--- config.mk ---
export PLATFORM = sky130hd
export DESIGN_NAME = chd_queue
export DESIGN_NICKNAME = d
export VERILOG_FILES = /design/src/sv/chd_pkg.sv /design/src/sv/chd_queue.sv
export SDC_FILE = /design/constraint.sdc
export NUM_CORES = 1
export LEC_CHECK = 0
export BUFFER_PORTS_ARGS = -buffer_cell sky130_fd_sc_hd__buf_2
export CAP_MARGIN = 10
export CORE_AREA = 2 2 110 112
export DETAILED_ROUTE_END_ITERATION = 8
export DIE_AREA = 0 0 112 114
export GPL_TIMING_DRIVEN = 0
export PLACE_DENSITY = 0.69
export SLEW_MARGIN = 0
export SYNTH_ARGS = -nofsm -noshare
export SYNTH_HDL_FRONTEND = slang
export SYNTH_SLANG_ARGS = --single-unit
--- constraint.sdc ---
create_clock -name clk -period 2.1 [get_ports clk]
set_input_delay 0.315 -clock clk [delete_from_list [all_inputs] [get_ports clk]]
set_output_delay 0.315 -clock clk [all_outputs]
set_load 0.01 [all_outputs]
--- src/sv/chd_pkg.sv ---
`timescale 1ns / 1ps
`default_nettype none
// ----------------------------------------------------------------------------
// chd_pkg
// Shared types, widths and codes of the canonical Huffman decoder.
// ----------------------------------------------------------------------------
package chd_pkg;

  // Default sizes
  localparam int SYMBOL_BITS_DEF  = 9;
  localparam int MAX_SYMBOLS_DEF  = 512;
  localparam int MAX_CODE_LEN_DEF = 32;

  // Fixed field widths
  localparam int WORD_W   = 9;
  localparam int STATUS_W = 2;
  localparam int CNT_W    = 10;   // codes per length
  localparam int FC_W     = 64;   // first canonical code, wraps like a 64-bit word
  localparam int ENT_A_W  = 16;   // widest store address
  localparam int ENT_D_W  = 16;   // widest symbol

  // Queue between front and back
  localparam int QUEUE_DEPTH = 4;

  // Result status codes
  localparam logic [STATUS_W-1:0] ST_OK       = 2'd0;
  localparam logic [STATUS_W-1:0] ST_HDR_ERR  = 2'd1;
  localparam logic [STATUS_W-1:0] ST_CODE_ERR = 2'd2;

  // Header phases
  localparam logic [1:0] PH_COUNT = 2'd0;
  localparam logic [1:0] PH_SYMS  = 2'd1;
  localparam logic [1:0] PH_LENS  = 2'd2;
  localparam logic [1:0] PH_READY = 2'd3;

  // Queue entry kinds
  localparam logic [1:0] ENT_WRITE  = 2'd0;  // store a header symbol
  localparam logic [1:0] ENT_READ   = 2'd1;  // emit a symbol from the store
  localparam logic [1:0] ENT_RESULT = 2'd2;  // emit symbol zero with a status

  typedef struct packed {
    logic [1:0]          kind;
    logic [ENT_A_W-1:0]  addr;
    logic [ENT_D_W-1:0]  data;
    logic [STATUS_W-1:0] status;
  } chd_entry_t;

endpackage
`default_nettype wire

--- src/sv/chd_queue.sv ---
`timescale 1ns / 1ps
`default_nettype none
// ----------------------------------------------------------------------------
// chd_queue
// Short entry queue that decouples the front from the back.
// ----------------------------------------------------------------------------
module chd_queue
  import chd_pkg::*;
(
  input  wire        clk,
  input  wire        rst_n,
  input  wire        push,
  input  chd_entry_t push_entry,
  input  wire        pop,
  output chd_entry_t head,
  output logic       empty,
  output logic       full
);

  localparam int PTR_W = $clog2(QUEUE_DEPTH);
  localparam int CNT_QW = $clog2(QUEUE_DEPTH + 1);

  chd_entry_t        slot_r [QUEUE_DEPTH];
  logic [PTR_W-1:0]  wr_ptr_r, rd_ptr_r;
  logic [CNT_QW-1:0] count_r;

  assign head  = slot_r[rd_ptr_r];
  assign empty = (count_r == '0);
  assign full  = (count_r == CNT_QW'(QUEUE_DEPTH));

  // Advance pointers and count
  always_ff @(posedge clk) begin
    if (!rst_n) begin
      wr_ptr_r <= '0;
      rd_ptr_r <= '0;
      count_r  <= '0;
    end else begin
      if (push) wr_ptr_r <= wr_ptr_r + PTR_W'(1);
      if (pop)  rd_ptr_r <= rd_ptr_r + PTR_W'(1);
      count_r <= count_r + CNT_QW'(push) - CNT_QW'(pop);
    end
  end

  // Store entries
  always_ff @(posedge clk) begin
    if (push) slot_r[wr_ptr_r] <= push_entry;
  end

endmodule
`default_nettype wire

==> impl_metrics.json, run 1 <==
{
  "postSynthAreaPerCell_um2": 24.6,
  "cts_sinks": 153,
  "die_h_um": 114,
  "rows": 40,
  "drive_gt1_frac": 0.466,
  "ys_ff_latch": 153,
  "critPathKind": "register to primary output",
  "synth_cell_types": 21,
  "slew_violations": 0,
  "reg2reg_slack_ns": 0.37,
  "stdcell_area_um2": 7120,
  "rsz0062_at_grt": "yes",
  "port_buffers": 77,
  "nNetsFinal": 382,
  "mostFrequentLayoutCells": "edfxtp_1 (144), buf_2 (68), mux4_2 (33), clkbuf_16 (17), buf_12 (9)",
  "endpoint": "head[10]",
  "fmax_mhz": 486,
  "vias": 2615,
  "worst_slew_pin_slew_ns": 0.443,
  "reg2reg_depth": 7,
  "seq_area_frac_synth": 0.791,
  "fin_crit_ns": 2.06,
  "worst_setup_path_end_kind": "primary output",
  "worstPathMaxFanout": 10,
  "syn-cell-area_um2": 5690,
  "drt_pass1_iterations": 4,
  "postSynthCellCount": 231,
  "place_area_um2": 6350,
  "clk_latency_ns": 0.41,
  "grt_pass1_wl_um": 14400,
  "maxCapViolations": 0,
  "netlist_top_cells_area": "edfxtp_1 (76%), mux4_2 (12%), dfxtp_1 (3.2%)",
  "dieArea_um2": 12800,
  "final-hold-violation-count": 0,
  "cts_made_buffers": 17,
  "finalWirelength_um": 9240,
  "pwr-share-comb": 0.102,
  "initial_core_util": 0.486,
  "power_mw": 7.65,
  "p_sw_frac": 0.199,
  "mappedNetlistNets": 278,
  "critPathLaunchType": "register",
  "arrival_ns": 1.74,
  "yosysTopAreaCell": "edfxtp_1",
  "r2r-start": "count_r[0]$_SDFF_PN0_",
  "place.gp.congestion": 0.685,
  "setup_tns_ns": 0,
  "fin_util": 0.608,
  "via_per_inst": 5.28,
  "synth_top_area_frac": 0.760,
  "fin_worst_skew_ns": 0.00400,
  "drt-initial-drc-count": 161,
  "ir_drop_mv": 0.718,
  "die_w_um": 112,
  "final_common_cell": "edfxtp_1",
  "status": "finished, final reports clean",
  "ys_warn_count": 0,
  "grt_overflow_total": 0,
  "tritoncts": "yes",
  "p_leak_nw": 2.50,
  "fin_crit_sh": 0.980,
  "relSlewSlack": 0.705,
  "postCtsHoldBufs": 0,
  "power_density_nw_per_um2": 1070,
  "power.internal_mw": 6.13,
  "grt_usage": 0.157,
  "p_sw_mw": 1.53,
  "cts.path.max_buffers": 2,
  "hold_slack_ns": 0.115,
  "grt_antenna_before_repair": 1,
  "hp-class": "primary input to register",
  "drc": 0,
  "ios": 78,
  "cts_root_buf": "clkbuf_16",
  "htree_levels": 4,
  "p_seq_frac": 0.464,
  "path_clk_slew_ns": 0.06,
  "diodes": 0,
  "grt_max_degree": 33,
  "clock_power_share": 0.434,
  "wl_per_cell_um": 18.7,
  "core_um2": 11700,
  "area_growth_syn_to_layout_pct": 25.1,
  "cp_data_required_time_ns": 1.78,
  "dp_hpwl_um": 5660,
  "drtAntennaViolNets": 0,
  "worstReg2RegEnd": "count_r[2]$_SDFF_PN0_",
  "first_global_vias": 2729,
  "setup-violations-final": 0
}
-- flip-flops by register name (all words and copies together), names as in the netlist, named ones only --
| signal | cells |
|---|---|
| count_r | 3 |
| rd_ptr_r | 2 |
| slot_r | 144 |
| wr_ptr_r | 2 |
-- cells by family (layout without fill, tap and decap cells) --
group,count (synthesis),after routing,synth area share
xor gates and xnor gates,3,3,0.00725
and+or+nand+nor,14,14,0.0132
AOI/OAI and AO/OA,2,2,0.00264
muxes,37,37,0.148
DFF,153,153,0.791
adders and majority gates,7,7,0.0167
buffers and inverters,15,132,0.0207
-- per-layer routing --
| layer | wire length, um | vias up | share of wire | GRT usage |
|---|---|---|---|---|
| met1 | 3860 | 1349 | 0.42 | 0.189 |
| met4 | 189 | 2 | 0.020 | 0.0805 |
| li1 | - | 1173 | - | - |
| met2 | 4690 | 74 | 0.51 | 0.259 |
| met5 | 16 | - | 0.0017 | 0 |
| met3 | 476 | 17 | 0.052 | 0.0489 |
-- worst max-delay path, stage by stage (launching register included) --
cell and delay [ns]:
dfxtp_2 0.34, buf_12 0.15, buf_12 0.16, mux4_2 0.54, buf_6 0.14
-- synthesized netlist by cell type --
library cell and n:
edfxtp_1 144, mux4_2 30, dfxtp_1 9, inv_1 7, and2_1 6, ha_1 6
mux4_1 6, nor2_1 5, buf_12 3, buf_2 3, xnor2_1 2, a21bo_2 1
a21oi_1 1, and3_1 1, buf_6 1, clkbuf_2 1, fa_1 1, mux2i_1 1
nand3b_1 1, nor3_1 1, xor3_1 1
-- metrics by stage --
stage                     worst slack (ns)  instances
final                               0.0420        495
after global routing               -0.0136        495
after CTS                          -0.0114        495
after detailed placement             0.265        459
after global placement              -0.423        455
after floorplan                      0.282        231
-- power by group through the flow --
stage               Combinational [mW]  Clock (mW)  Sequential, mW
global placement                 0.694           0            3.61
CTS                              0.774        3.38            3.55
finish                           0.779        3.32            3.55
global route                     0.847        3.50            3.56
detailed placement               0.724           0            3.61
floorplan                        0.446           0            3.60
-- worst min path at each step --
| stage | slack (ns) | to | depth (start not counted) | from |
|---|---|---|---|---|
| final | 0.11 | slot_r[1][18]$_DFFE_PP_ | 1 | push_entry[18] |
| after global routing | 0.10 | slot_r[0][18]$_DFFE_PP_ | 1 | push_entry[18] |
| after detailed placement | 0.53 | slot_r[1][25]$_DFFE_PP_ | 1 | push_entry[25] |
| after CTS | 0.09 | slot_r[1][20]$_DFFE_PP_ | 1 | push_entry[20] |
| after global placement | 0.52 | rd_ptr_r[1]$_SDFFE_PN0P_ | 2 | rd_ptr_r[0]$_SDFFE_PN0P_ |
| after floorplan | 0.41 | slot_r[0][0]$_DFFE_PP_ | 0 | push_entry[0] |
-- repair_timing --
action | 4_1_cts | 5_1_grt
gates resized for setup | 11 | 9
hold endpoints to repair | 0 | 0
gates cloned | 1 | 0
endpoints found under the setup margin | 30 | 9
setup buffers | 3 | 0
-- area by class of cell --
class | instances | area, um2
Timing Repair Buffer | 85 | 577
Inverter | 7 | 26.3
Clock inverter | 15 | 230
Clock buffer | 17 | 425
Fill cell | 840 | 4590
Buffer | 8 | 110
Sequential cell | 153 | 4510
Multi-Input combinational cell | 63 | 1060
Tap cell | 147 | 184
Power figures use the tool's default switching activity.
==> inputs of run 2 (changes only) <==
Settings changed: SETUP_SLACK_MARGIN set to 0.15, SLEW_MARGIN 0 to unset.
==> run 2 against run 1 <==
Against the previous run: sequential power barely moved; non-clock buffer count increased by 2; worst setup slack worse by 0.0026 ns; combinational power is 17% higher; clock-buffer cell count is the same; sequential cell count unchanged; global-route usage up 0.32 points; highest routed layer unchanged; clock skew increased by 0.00079 ns; cell area grew 3.0%; power rose by 1.8%; core utilization grew 1.8 points; maximum frequency fell by 0.12%.
==> impl_metrics.json, run 2 (same netlist as run 1, synthesis figures left out) <==
{
  "cts.path.max_buffers": 2,
  "path_clk_slew_ns": 0.06,
  "clk_latency_ns": 0.41,
  "arrival_ns": 1.75,
  "final_common_cell": "edfxtp_1",
  "met3_usage": 0.0478,
  "worstPathMaxFanout": 9,
  "nFillCells": 807,
  "worst_slew_pin_slew_ns": 0.442,
  "grt_antenna_before_repair": 1,
  "cts_made_buffers": 17,
  "cp_data_required_time_ns": 1.78,
  "fin_worst_skew_ns": 0.00479,
  "grt.busiest_layer": "met2",
  "area_growth_syn_to_layout_pct": 28.9,
  "drtAntennaViolNets": 0,
  "grt_overflow_total": 0,
  "cts_sinks": 153,
  "power_mw": 7.79,
  "die_h_um": 114,
  "hold_slack_ns": 0.113,
  "grt_use_met2": 0.267,
  "ir_drop_mv": 0.713,
  "nNetsFinal": 384,
  "setup-violations-final": 0,
  "final-hold-violation-count": 0,
  "reg2reg_slack_ns": 0.37,
  "ios": 78,
  "grt_pass1_wl_um": 14700,
  "tritoncts": "yes",
  "fmax_mhz": 485,
  "via_per_inst": 5.25,
  "drc": 0,
  "port_buffers": 77,
  "dieArea_um2": 12800,
  "diodes": 0,
  "dp_hpwl_um": 5660,
  "relSlewSlack": 0.705,
  "hp-class": "primary input to register",
  "fin_crit_ns": 2.06,
  "rows": 40,
  "slew_violations": 0,
  "die_w_um": 112,
  "mostFrequentLayoutCells": "edfxtp_1 (144), buf_2 (41), mux4_2 (36), buf_6 (36), clkbuf_16 (19)",
  "p_leak_nw": 2.57,
  "drt-initial-drc-count": 165,
  "maxCapViolations": 0,
  "cts_root_buf": "clkbuf_16",
  "fin_crit_sh": 0.981,
  "finalWirelength_um": 9510,
  "use_met1": 0.192,
  "grt_max_degree": 33,
  "worst_setup_path_end_kind": "primary output",
  "power_density_nw_per_um2": 1060,
  "place_ws_ns": 0.265,
  "drive_gt1_frac": 0.477,
  "fin_ws_ns": 0.0394,
  "largest_reg_flops": 144,
  "place.gp.congestion": 0.685,
  "regMostFlops": "slot_r",
  "core_um2": 11700,
  "drt_pass1_iterations": 4,
  "top_regs": "slot_r: 144 flops, count_r: 3 flops",
  "grt_usage": 0.160,
  "rsz0062_at_grt": "yes",
  "vias": 2610,
  "first_global_vias": 2779,
  "htree_levels": 4,
  "critPathKind": "register to primary output",
  "wl_per_cell_um": 19.1,
  "initial_core_util": 0.486,
  "status": "finished, final reports clean",
  "critPathLaunchType": "register"
}
-- run 2: worst paths after layout --
path | startpoint | end | cells past startpoint
min | push_entry[20] | slot_r[0][20]$_DFFE_PP_ | 1
max | register | head[14] | 4
min reg2reg | wr_ptr_r[1]$_SDFFE_PN0P_ | wr_ptr_r[1]$_SDFFE_PN0P_ | 2
max reg2reg | count_r[0]$_SDFF_PN0_ | count_r[2]$_SDFF_PN0_ | 7
-- run 2: worst max-delay path, cell delays in order (launching register included) --
cell and delay (ns):
dfxtp_2 0.34, buf_12 0.17, buf_12 0.14, mux4_2 0.53
buf_6 0.15
-- run 2: layout make-up --
cell class / instances / area (um2) / share of cell area
plain buffers: 8 / 110 / 0.0150
clock buffers: 17 / 425 / 0.0580
clock inverters: 15 / 230 / 0.0314
inverters: 7 / 26.3 / 0.00358
multi-input cells: 63 / 1050 / 0.143
flip-flops and latches: 153 / 4510 / 0.614
well taps: 147 / 184 / 0.0251
repair buffers: 87 / 803 / 0.109
-- run 2: power by group --
part           internal [mW]  leakage, nW  switching, mW
combinational          0.521        0.862          0.389
sequential              3.51         1.40         0.0475
clock                   2.21        0.314           1.12
-- run 2: repair_timing --
item                       CTS  global route
setup buffers                3             0
gates cloned                 1             2
hold buffers                 0             0
resized for setup           51             0
setup endpoints to repair   36            36
pin swaps                    0             0
-- run 2: per-layer routing --
metal,wire length (um),up-vias,part of all wire
met3,458,17,0.048
met4,193,2,0.020
li1,-,1177,-
met5,16,-,0.0017
met2,4850,78,0.51
met1,3990,1336,0.42
-- run 2: metrics by stage --
step	area [um2]	TNS, ns	util	instances
2_1_floorplan	5690	0	-	231
3_3_place_gp	6260	-57.11	0.535	455
3_5_place_dp	6350	0	0.542	459
4_1_cts	7290	-0.00903	0.622	495
5_1_grt	7340	-0.0306	0.626	497
6_report	7340	0	0.626	497
