**config.mk**
```make
export PLATFORM = sky130hd
export DESIGN_NAME = chd_front
export DESIGN_NICKNAME = d
export VERILOG_FILES = /design/src/sv/chd_pkg.sv /design/src/sv/chd_front.sv
export SDC_FILE = /design/constraint.sdc
export NUM_CORES = 2
export LEC_CHECK = 0
export BUFFER_PORTS_ARGS = -buffer_cell sky130_fd_sc_hd__buf_2
export CORE_ASPECT_RATIO = 1.5
export CORE_UTILIZATION = 41
export CTS_CLUSTER_DIAMETER = 120
export DETAILED_ROUTE_END_ITERATION = 7
export GPL_TIMING_DRIVEN = 0
export SLEW_MARGIN = 20
export SYNTH_ARGS = -nofsm -noshare
export SYNTH_HDL_FRONTEND = slang
export SYNTH_SLANG_ARGS = --single-unit
export TNS_END_PERCENT = 100
```
**constraint.sdc**
```tcl
create_clock -name clk -period 25.1 [get_ports clk]
set_clock_uncertainty 0.15 [all_clocks]
set_input_delay 5.02 -clock clk [delete_from_list [all_inputs] [get_ports clk]]
set_output_delay 5.02 -clock clk [all_outputs]
set_load 0.02 [all_outputs]
```
**src/sv/chd_pkg.sv**
```systemverilog
`timescale 1ns / 1ps
`default_nettype none
// ----------------------------------------------------------------------------
// chd_pkg
// Shared types, widths and codes of the canonical Huffman decoder.
// ----------------------------------------------------------------------------
package chd_pkg;

  // Default sizes
  localparam int SYMBOL_BITS_DEF  = 9;
  localparam int MAX_SYMBOLS_DEF  = 512;
  localparam int MAX_CODE_LEN_DEF = 32;

  // Fixed field widths
  localparam int WORD_W   = 9;
  localparam int STATUS_W = 2;
  localparam int CNT_W    = 10;   // codes per length
  localparam int FC_W     = 64;   // first canonical code, wraps like a 64-bit word
  localparam int ENT_A_W  = 16;   // widest store address
  localparam int ENT_D_W  = 16;   // widest symbol

  // Queue between front and back
  localparam int QUEUE_DEPTH = 4;

  // Result status codes
  localparam logic [STATUS_W-1:0] ST_OK       = 2'd0;
  localparam logic [STATUS_W-1:0] ST_HDR_ERR  = 2'd1;
  localparam logic [STATUS_W-1:0] ST_CODE_ERR = 2'd2;

  // Header phases
  localparam logic [1:0] PH_COUNT = 2'd0;
  localparam logic [1:0] PH_SYMS  = 2'd1;
  localparam logic [1:0] PH_LENS  = 2'd2;
  localparam logic [1:0] PH_READY = 2'd3;

  // Queue entry kinds
  localparam logic [1:0] ENT_WRITE  = 2'd0;  // store a header symbol
  localparam logic [1:0] ENT_READ   = 2'd1;  // emit a symbol from the store
  localparam logic [1:0] ENT_RESULT = 2'd2;  // emit symbol zero with a status

  typedef struct packed {
    logic [1:0]          kind;
    logic [ENT_A_W-1:0]  addr;
    logic [ENT_D_W-1:0]  data;
    logic [STATUS_W-1:0] status;
  } chd_entry_t;

endpackage
`default_nettype wire

```
**src/sv/chd_front.sv**
```systemverilog
`timescale 1ns / 1ps
`default_nettype none
// ----------------------------------------------------------------------------
// chd_front
// Header parser, per-length code tables and bit-wise code matcher.
// ----------------------------------------------------------------------------
module chd_front
  import chd_pkg::*;
#(
  parameter int SYMBOL_BITS  = SYMBOL_BITS_DEF,
  parameter int MAX_SYMBOLS  = MAX_SYMBOLS_DEF,
  parameter int MAX_CODE_LEN = MAX_CODE_LEN_DEF
) (
  input  wire              clk,
  input  wire              rst_n,
  input  wire              accept,
  input  wire              in_mode,
  input  wire [WORD_W-1:0] in_word,
  input  wire              in_bit_req,
  output logic             push,
  output chd_entry_t       push_entry
);

  localparam int LOAD_W = $clog2(MAX_SYMBOLS + (1 << WORD_W) + 1);
  localparam int LEN_W  = $clog2(MAX_CODE_LEN);

  logic [1:0]              phase_r, phase_nxt;
  logic [LOAD_W-1:0]       total_r, total_nxt;
  logic [LOAD_W-1:0]       loaded_r, loaded_nxt;
  logic [LEN_W-1:0]        len_r, len_nxt;
  logic [MAX_CODE_LEN-1:0] acc_r, acc_nxt;
  logic [FC_W-1:0]         code_r, code_nxt;
  logic [LOAD_W-1:0]       base_r, base_nxt;
  logic [MAX_CODE_LEN-1:0] lc_valid_r, lc_valid_nxt;
  logic                    tbl_wr;

  logic [CNT_W-1:0]  lc_r  [MAX_CODE_LEN];
  logic [FC_W-1:0]   fc_r  [MAX_CODE_LEN];
  logic [LOAD_W-1:0] off_r [MAX_CODE_LEN];

  logic [LOAD_W-1:0]       word_ext;
  logic [LOAD_W-1:0]       sum;
  logic [MAX_CODE_LEN-1:0] acc_sh;
  logic [FC_W-1:0]         delta;
  logic [CNT_W-1:0]        cnt;
  logic                    hit;
  logic [LOAD_W-1:0]       idx;
  logic [ENT_D_W-1:0]      sym_mask;

  assign word_ext = LOAD_W'(in_word);
  assign sum      = loaded_r + word_ext;
  assign acc_sh   = {acc_r[MAX_CODE_LEN-2:0], in_bit_req};
  assign cnt      = lc_valid_r[len_r] ? lc_r[len_r] : '0;
  assign delta    = FC_W'(acc_sh) - fc_r[len_r];
  assign hit      = (FC_W'(acc_sh) >= fc_r[len_r]) && (delta[FC_W-1:CNT_W] == '0) &&
                    (delta[CNT_W-1:0] < cnt);
  assign idx      = off_r[len_r] + LOAD_W'(delta[CNT_W-1:0]);
  assign sym_mask = ENT_D_W'((32'd1 << SYMBOL_BITS) - 32'd1);

  // Classify the item and update header and decode state
  always_comb begin
    phase_nxt    = phase_r;
    total_nxt    = total_r;
    loaded_nxt   = loaded_r;
    len_nxt      = len_r;
    acc_nxt      = acc_r;
    code_nxt     = code_r;
    base_nxt     = base_r;
    lc_valid_nxt = lc_valid_r;
    tbl_wr       = 1'b0;
    push         = 1'b0;
    push_entry   = '0;
    if (accept) begin
      if (!in_mode) begin
        unique case (phase_r)
          PH_COUNT, PH_READY: begin
            lc_valid_nxt = '0;
            loaded_nxt   = '0;
            len_nxt      = '0;
            acc_nxt      = '0;
            code_nxt     = '0;
            base_nxt     = '0;
            total_nxt    = (word_ext > LOAD_W'(MAX_SYMBOLS)) ? LOAD_W'(MAX_SYMBOLS) : word_ext;
            phase_nxt    = (total_nxt == '0) ? PH_READY : PH_SYMS;
          end
          PH_SYMS: begin
            if (loaded_r < LOAD_W'(MAX_SYMBOLS)) begin
              push            = 1'b1;
              push_entry.kind = ENT_WRITE;
              push_entry.addr = ENT_A_W'(loaded_r);
              push_entry.data = ENT_D_W'(in_word) & sym_mask;
            end
            loaded_nxt = loaded_r + LOAD_W'(1);
            if (loaded_nxt >= total_r) begin
              loaded_nxt = '0;
              len_nxt    = '0;
              phase_nxt  = PH_LENS;
            end
          end
          default: begin
            // Length counts: record this length and advance the canonical code
            tbl_wr                = 1'b1;
            lc_valid_nxt[len_r]   = 1'b1;
            code_nxt              = (code_r + FC_W'(in_word)) << 1;
            base_nxt              = base_r + word_ext;
            if (sum == total_r) begin
              len_nxt   = '0;
              acc_nxt   = '0;
              phase_nxt = PH_READY;
            end else if (sum > total_r || len_r == LEN_W'(MAX_CODE_LEN - 1)) begin
              lc_valid_nxt      = '0;
              loaded_nxt        = '0;
              len_nxt           = '0;
              acc_nxt           = '0;
              phase_nxt         = PH_COUNT;
              push              = 1'b1;
              push_entry.kind   = ENT_RESULT;
              push_entry.status = ST_HDR_ERR;
            end else begin
              loaded_nxt = sum;
              len_nxt    = len_r + LEN_W'(1);
            end
          end
        endcase
      end else if (phase_r == PH_READY) begin
        // Code bit: match against the range of the current length
        if (hit) begin
          push     = 1'b1;
          len_nxt  = '0;
          acc_nxt  = '0;
          if (idx < LOAD_W'(MAX_SYMBOLS)) begin
            push_entry.kind = ENT_READ;
            push_entry.addr = ENT_A_W'(idx);
          end else begin
            push_entry.kind   = ENT_RESULT;
            push_entry.status = ST_OK;
          end
        end else if (len_r == LEN_W'(MAX_CODE_LEN - 1)) begin
          push              = 1'b1;
          push_entry.kind   = ENT_RESULT;
          push_entry.status = ST_CODE_ERR;
          len_nxt           = '0;
          acc_nxt           = '0;
        end else begin
          len_nxt = len_r + LEN_W'(1);
          acc_nxt = acc_sh;
        end
      end
    end
  end

  // Hold control state
  always_ff @(posedge clk) begin
    if (!rst_n) begin
      phase_r    <= PH_COUNT;
      total_r    <= '0;
      loaded_r   <= '0;
      len_r      <= '0;
      acc_r      <= '0;
      code_r     <= '0;
      base_r     <= '0;
      lc_valid_r <= '0;
    end else begin
      phase_r    <= phase_nxt;
      total_r    <= total_nxt;
      loaded_r   <= loaded_nxt;
      len_r      <= len_nxt;
      acc_r      <= acc_nxt;
      code_r     <= code_nxt;
      base_r     <= base_nxt;
      lc_valid_r <= lc_valid_nxt;
    end
  end

  // Write per-length tables
  always_ff @(posedge clk) begin
    if (tbl_wr) begin
      lc_r[len_r]  <= CNT_W'(in_word);
      fc_r[len_r]  <= code_r;
      off_r[len_r] <= base_r;
    end
  end

endmodule
`default_nettype wire

```
==> flow_summary.toml <==
[sta]
setup_viol = 0
tightest_slew_ns = 1.36
max_freq_mhz = 52.4
hold_viol = 0
tns_ns = 0
rsz0062_at_grt = "no"
slew-limit-headroom_pct = 9.28
fin_crit_ns = 19.09
postLayoutSetupSlackWorst_ns = 6.01
fin_crit_sh_pct = 76.1
slew_viol_final = 0

[power_and_ir_drop]
p_per_area_nw_per_um2 = 71.0
leakagePower_nw = 43.4
ir_drop_mv = 0.0719

[yosys]
synth_edf_count = 2656
ys.flop_type = "edfxtp_1"
synth-async-reset-ratio_pct = 0
yosys_warnings = 0
synth_seq_cells = 2825
avgSynthCellArea_um2 = 19.6
netlist_instances = 5754
synth_top_area_cell = "edfxtp_1"
synth_top_area_share_pct = 70.8
synthDistinctLibCells = 87
synth_area_um2 = 113000
seq_area_frac_synth_pct = 73.8
synthTopCellsByArea = "edfxtp_1 71%, mux4_2 13%, dfxtp_1 3.0%, mux2i_1 1.2%, ha_1 1.1%"

[cells_and_area]
design_area_um2 = 131000
utilization_pct = 47.9
area_growth_syn_to_layout_pct = 16.3
drive_above_1_share_pct = 24.6
stdcell_count = 10000
final_nets = 6399
fill_cells = 22200

[detailed_routing]
route.vias.total = 61900
route.detailed.drc = 0
wl_per_cell_um = 35.5
ant_nets = 0
drt_wl_total_mm = 357
via_per_inst = 6.16
dr.pass1.iters = 6
dr.first_iter.drc_count = 7362

[clocking]
clockBufferDepth = 4
cts_hold_buf = 0
cts_tree = "yes"
clock_latency_ns = 0.95
post-cts-setup-buffer-count = 0
root_buffer = "clkbuf_16"
cts_resized = 0
htree_num_levels = 4
path_clk_slew_ns = 0.07
cts_num_sinks = 2825
numCtsBuffers = 246

[floorplanning]
die_y_um = 644
ios = 51
core_um2 = 273000
rows = 235
die_w_um = 430
dieArea_um2 = 277000
start_util_pct = 41.2

[placement]
gp_congestion = 0.895
portBuffers = 35
numPlacedInstances = 9584
detailed_place_hpwl_mm = 247
place_ws_ns = 7.41
placed_cell_area_um2 = 123000

[setup_path]
cp.arrival_ns = 13.92
cp_slowest_stage_delay_ns = 0.95
required_ns = 19.93
crit_top_cell = "buf_2"
cp-start-kind = "flip-flop"
critPathMaxFanout = 11
r2r.worst_path.cells = 32
end_kind = "output pin"
crit_type = "flip-flop to output pin"
slowest_stage = "a2111oi_1"

[grt]
gr-usage-all-layers_pct = 25.6
grt_pass1_wl_mm = 492
grt_max_degree = 41
grt-ovfl-total = 0
grt_pass1_vias = 62000
antenna_found_initial = 13

[hold_path]
whs_path_depth = 2
min_path_type = "flip-flop to flip-flop"

[status]
status = "finished, final reports clean"

[flow_run]
cap_viol_max_count = 0
-- flip-flops by register name, summed over array words and instances, names as in the netlist, named ones only --
name / cells
acc_r: 31
code_r: 63
lc_valid_r: 32
off_r: 352
total_r: 9
base_r: 11
loaded_r: 11
fc_r: 2016
lc_r: 288
len_r: 5
phase_r: 2
-- critical path, delay by kind of cell, from the launching register on --
| kind | cells | cell delay (ns) |
|---|---|---|
| muxes | 2 | 0.98 |
| and+or+nand+nor | 11 | 3.09 |
| AOI/OAI and AO/OA | 5 | 2.08 |
| buffers and inverters | 10 | 4.87 |
| xor gates and xnor gates | 1 | 0.69 |
| adders and majority gates | 3 | 0.84 |
| DFF | 1 | 0.32 |
-- report_power, final --
group	switching (mW)	internal (mW)	total [mW]	leakage, nW
registers	0.00923	5.09	5.10	28.0
logic	0.257	0.147	0.404	11.6
clock network	1.71	2.08	3.79	3.81
-- routing by layer --
layer  global-route usage (%)  wire (um)  vias up  share of wire, %
met5                        0         60        -             0.017
met3                     3.51      27000      824               7.6
met1                     31.0     126000    33000                35
li1                         -          -    24800                 -
met2                     43.7     180000     3306                50
met4                     14.8      23900        8               6.7
-- synth_stat cells (16+ instances only) --
cell type  instances
edfxtp_1        2656
nand3_1           74
or3_1             21
buf_4             28
a32o_1            33
mux4_2           671
mux2_2            22
o21a_1            24
a211oi_1          24
o21bai_1          16
nor2b_1           61
clkbuf_1         168
a21oi_1          123
o211ai_1          17
o21ai_0          136
a21boi_0          16
a22oi_1           57
xnor2_1           63
nor3_1            73
ha_1             102
nand2_1          276
o22ai_1           17
a21o_1            29
mux2i_1          137
buf_1             35
and2_1            58
inv_1             54
a22o_1            21
xor2_1            43
dfxtp_1          169
nor2_1           153
buf_2             63
nand2b_1          23
nor4_1            20
nand4_1           38
and3_1            35
-- layout make-up --
cell class	count	area, um^2	area share [%]
sequential	2825	83200	63.6
multi-input combinational	2585	28200	21.5
clock buffer	322	6640	5.07
timing repair buffer	263	5560	4.24
tap	3555	4450	3.40
buffer	301	1440	1.10
clock inverter	126	1170	0.897
inverter	56	210	0.161
antenna	12	30.0	0.0229
-- per-stage QoR --
step	hold slack (ns)	power, mW
6_report	0.310	9.29
5_1_grt	0.336	9.50
4_1_cts	0.308	9.32
3_5_place_dp	0.293	5.60
3_3_place_gp	0.280	5.60
2_1_floorplan	0.270	5.44
-- layout by cell type (no fill, tap or decap), types with 23 or more instances in the layout --
| master | n |
|---|---|
| a211oi_1 | 24 |
| clkbuf_2 | 49 |
| buf_12 | 107 |
| clkbuf_16 | 250 |
| edfxtp_1 | 2656 |
| and2_1 | 58 |
| xor2_1 | 43 |
| clkbuf_1 | 189 |
| a32o_1 | 33 |
| nand4_1 | 38 |
| o21ai_0 | 136 |
| nand3_1 | 74 |
| dfxtp_1 | 97 |
| o21a_1 | 24 |
| buf_4 | 28 |
| and3_1 | 35 |
| dfxtp_2 | 72 |
| nor3_1 | 72 |
| a21oi_1 | 122 |
| clkinv_1 | 50 |
| ha_1 | 102 |
| nor2b_1 | 60 |
| inv_1 | 54 |
| nand2b_1 | 23 |
| nand2_1 | 276 |
| mux2i_1 | 133 |
| mux4_2 | 671 |
| a22oi_1 | 57 |
| buf_2 | 111 |
| a21o_1 | 29 |
| xnor2_1 | 63 |
| nor2_4 | 32 |
| nor2_1 | 121 |
| buf_16 | 115 |
| clkinv_2 | 40 |
-- path summary, 6_finish.rpt --
kind,slack (ns),start,end
worst min-delay path,0.31,lc_valid_r[10],lc_valid_r[10]
worst max register to register,11.86,flip-flop,len_r[1]
worst min register to register,0.31,lc_valid_r[10],lc_valid_r[10]
worst max-delay path,6.01,flip-flop,push_entry[18]
-- kinds of logic after synthesis --
logic type	count (synthesis)	synth area share (%)
AOI/OAI and AO/OA	628	3.81
xor gates and xnor gates	106	0.825
adders and majority gates	107	1.22
buffers and inverters	357	1.40
DFF	2825	73.8
muxes	830	14.9
other	1	0.00333
and+or+nand+nor	900	4.03
Power figures use the tool's default switching activity.
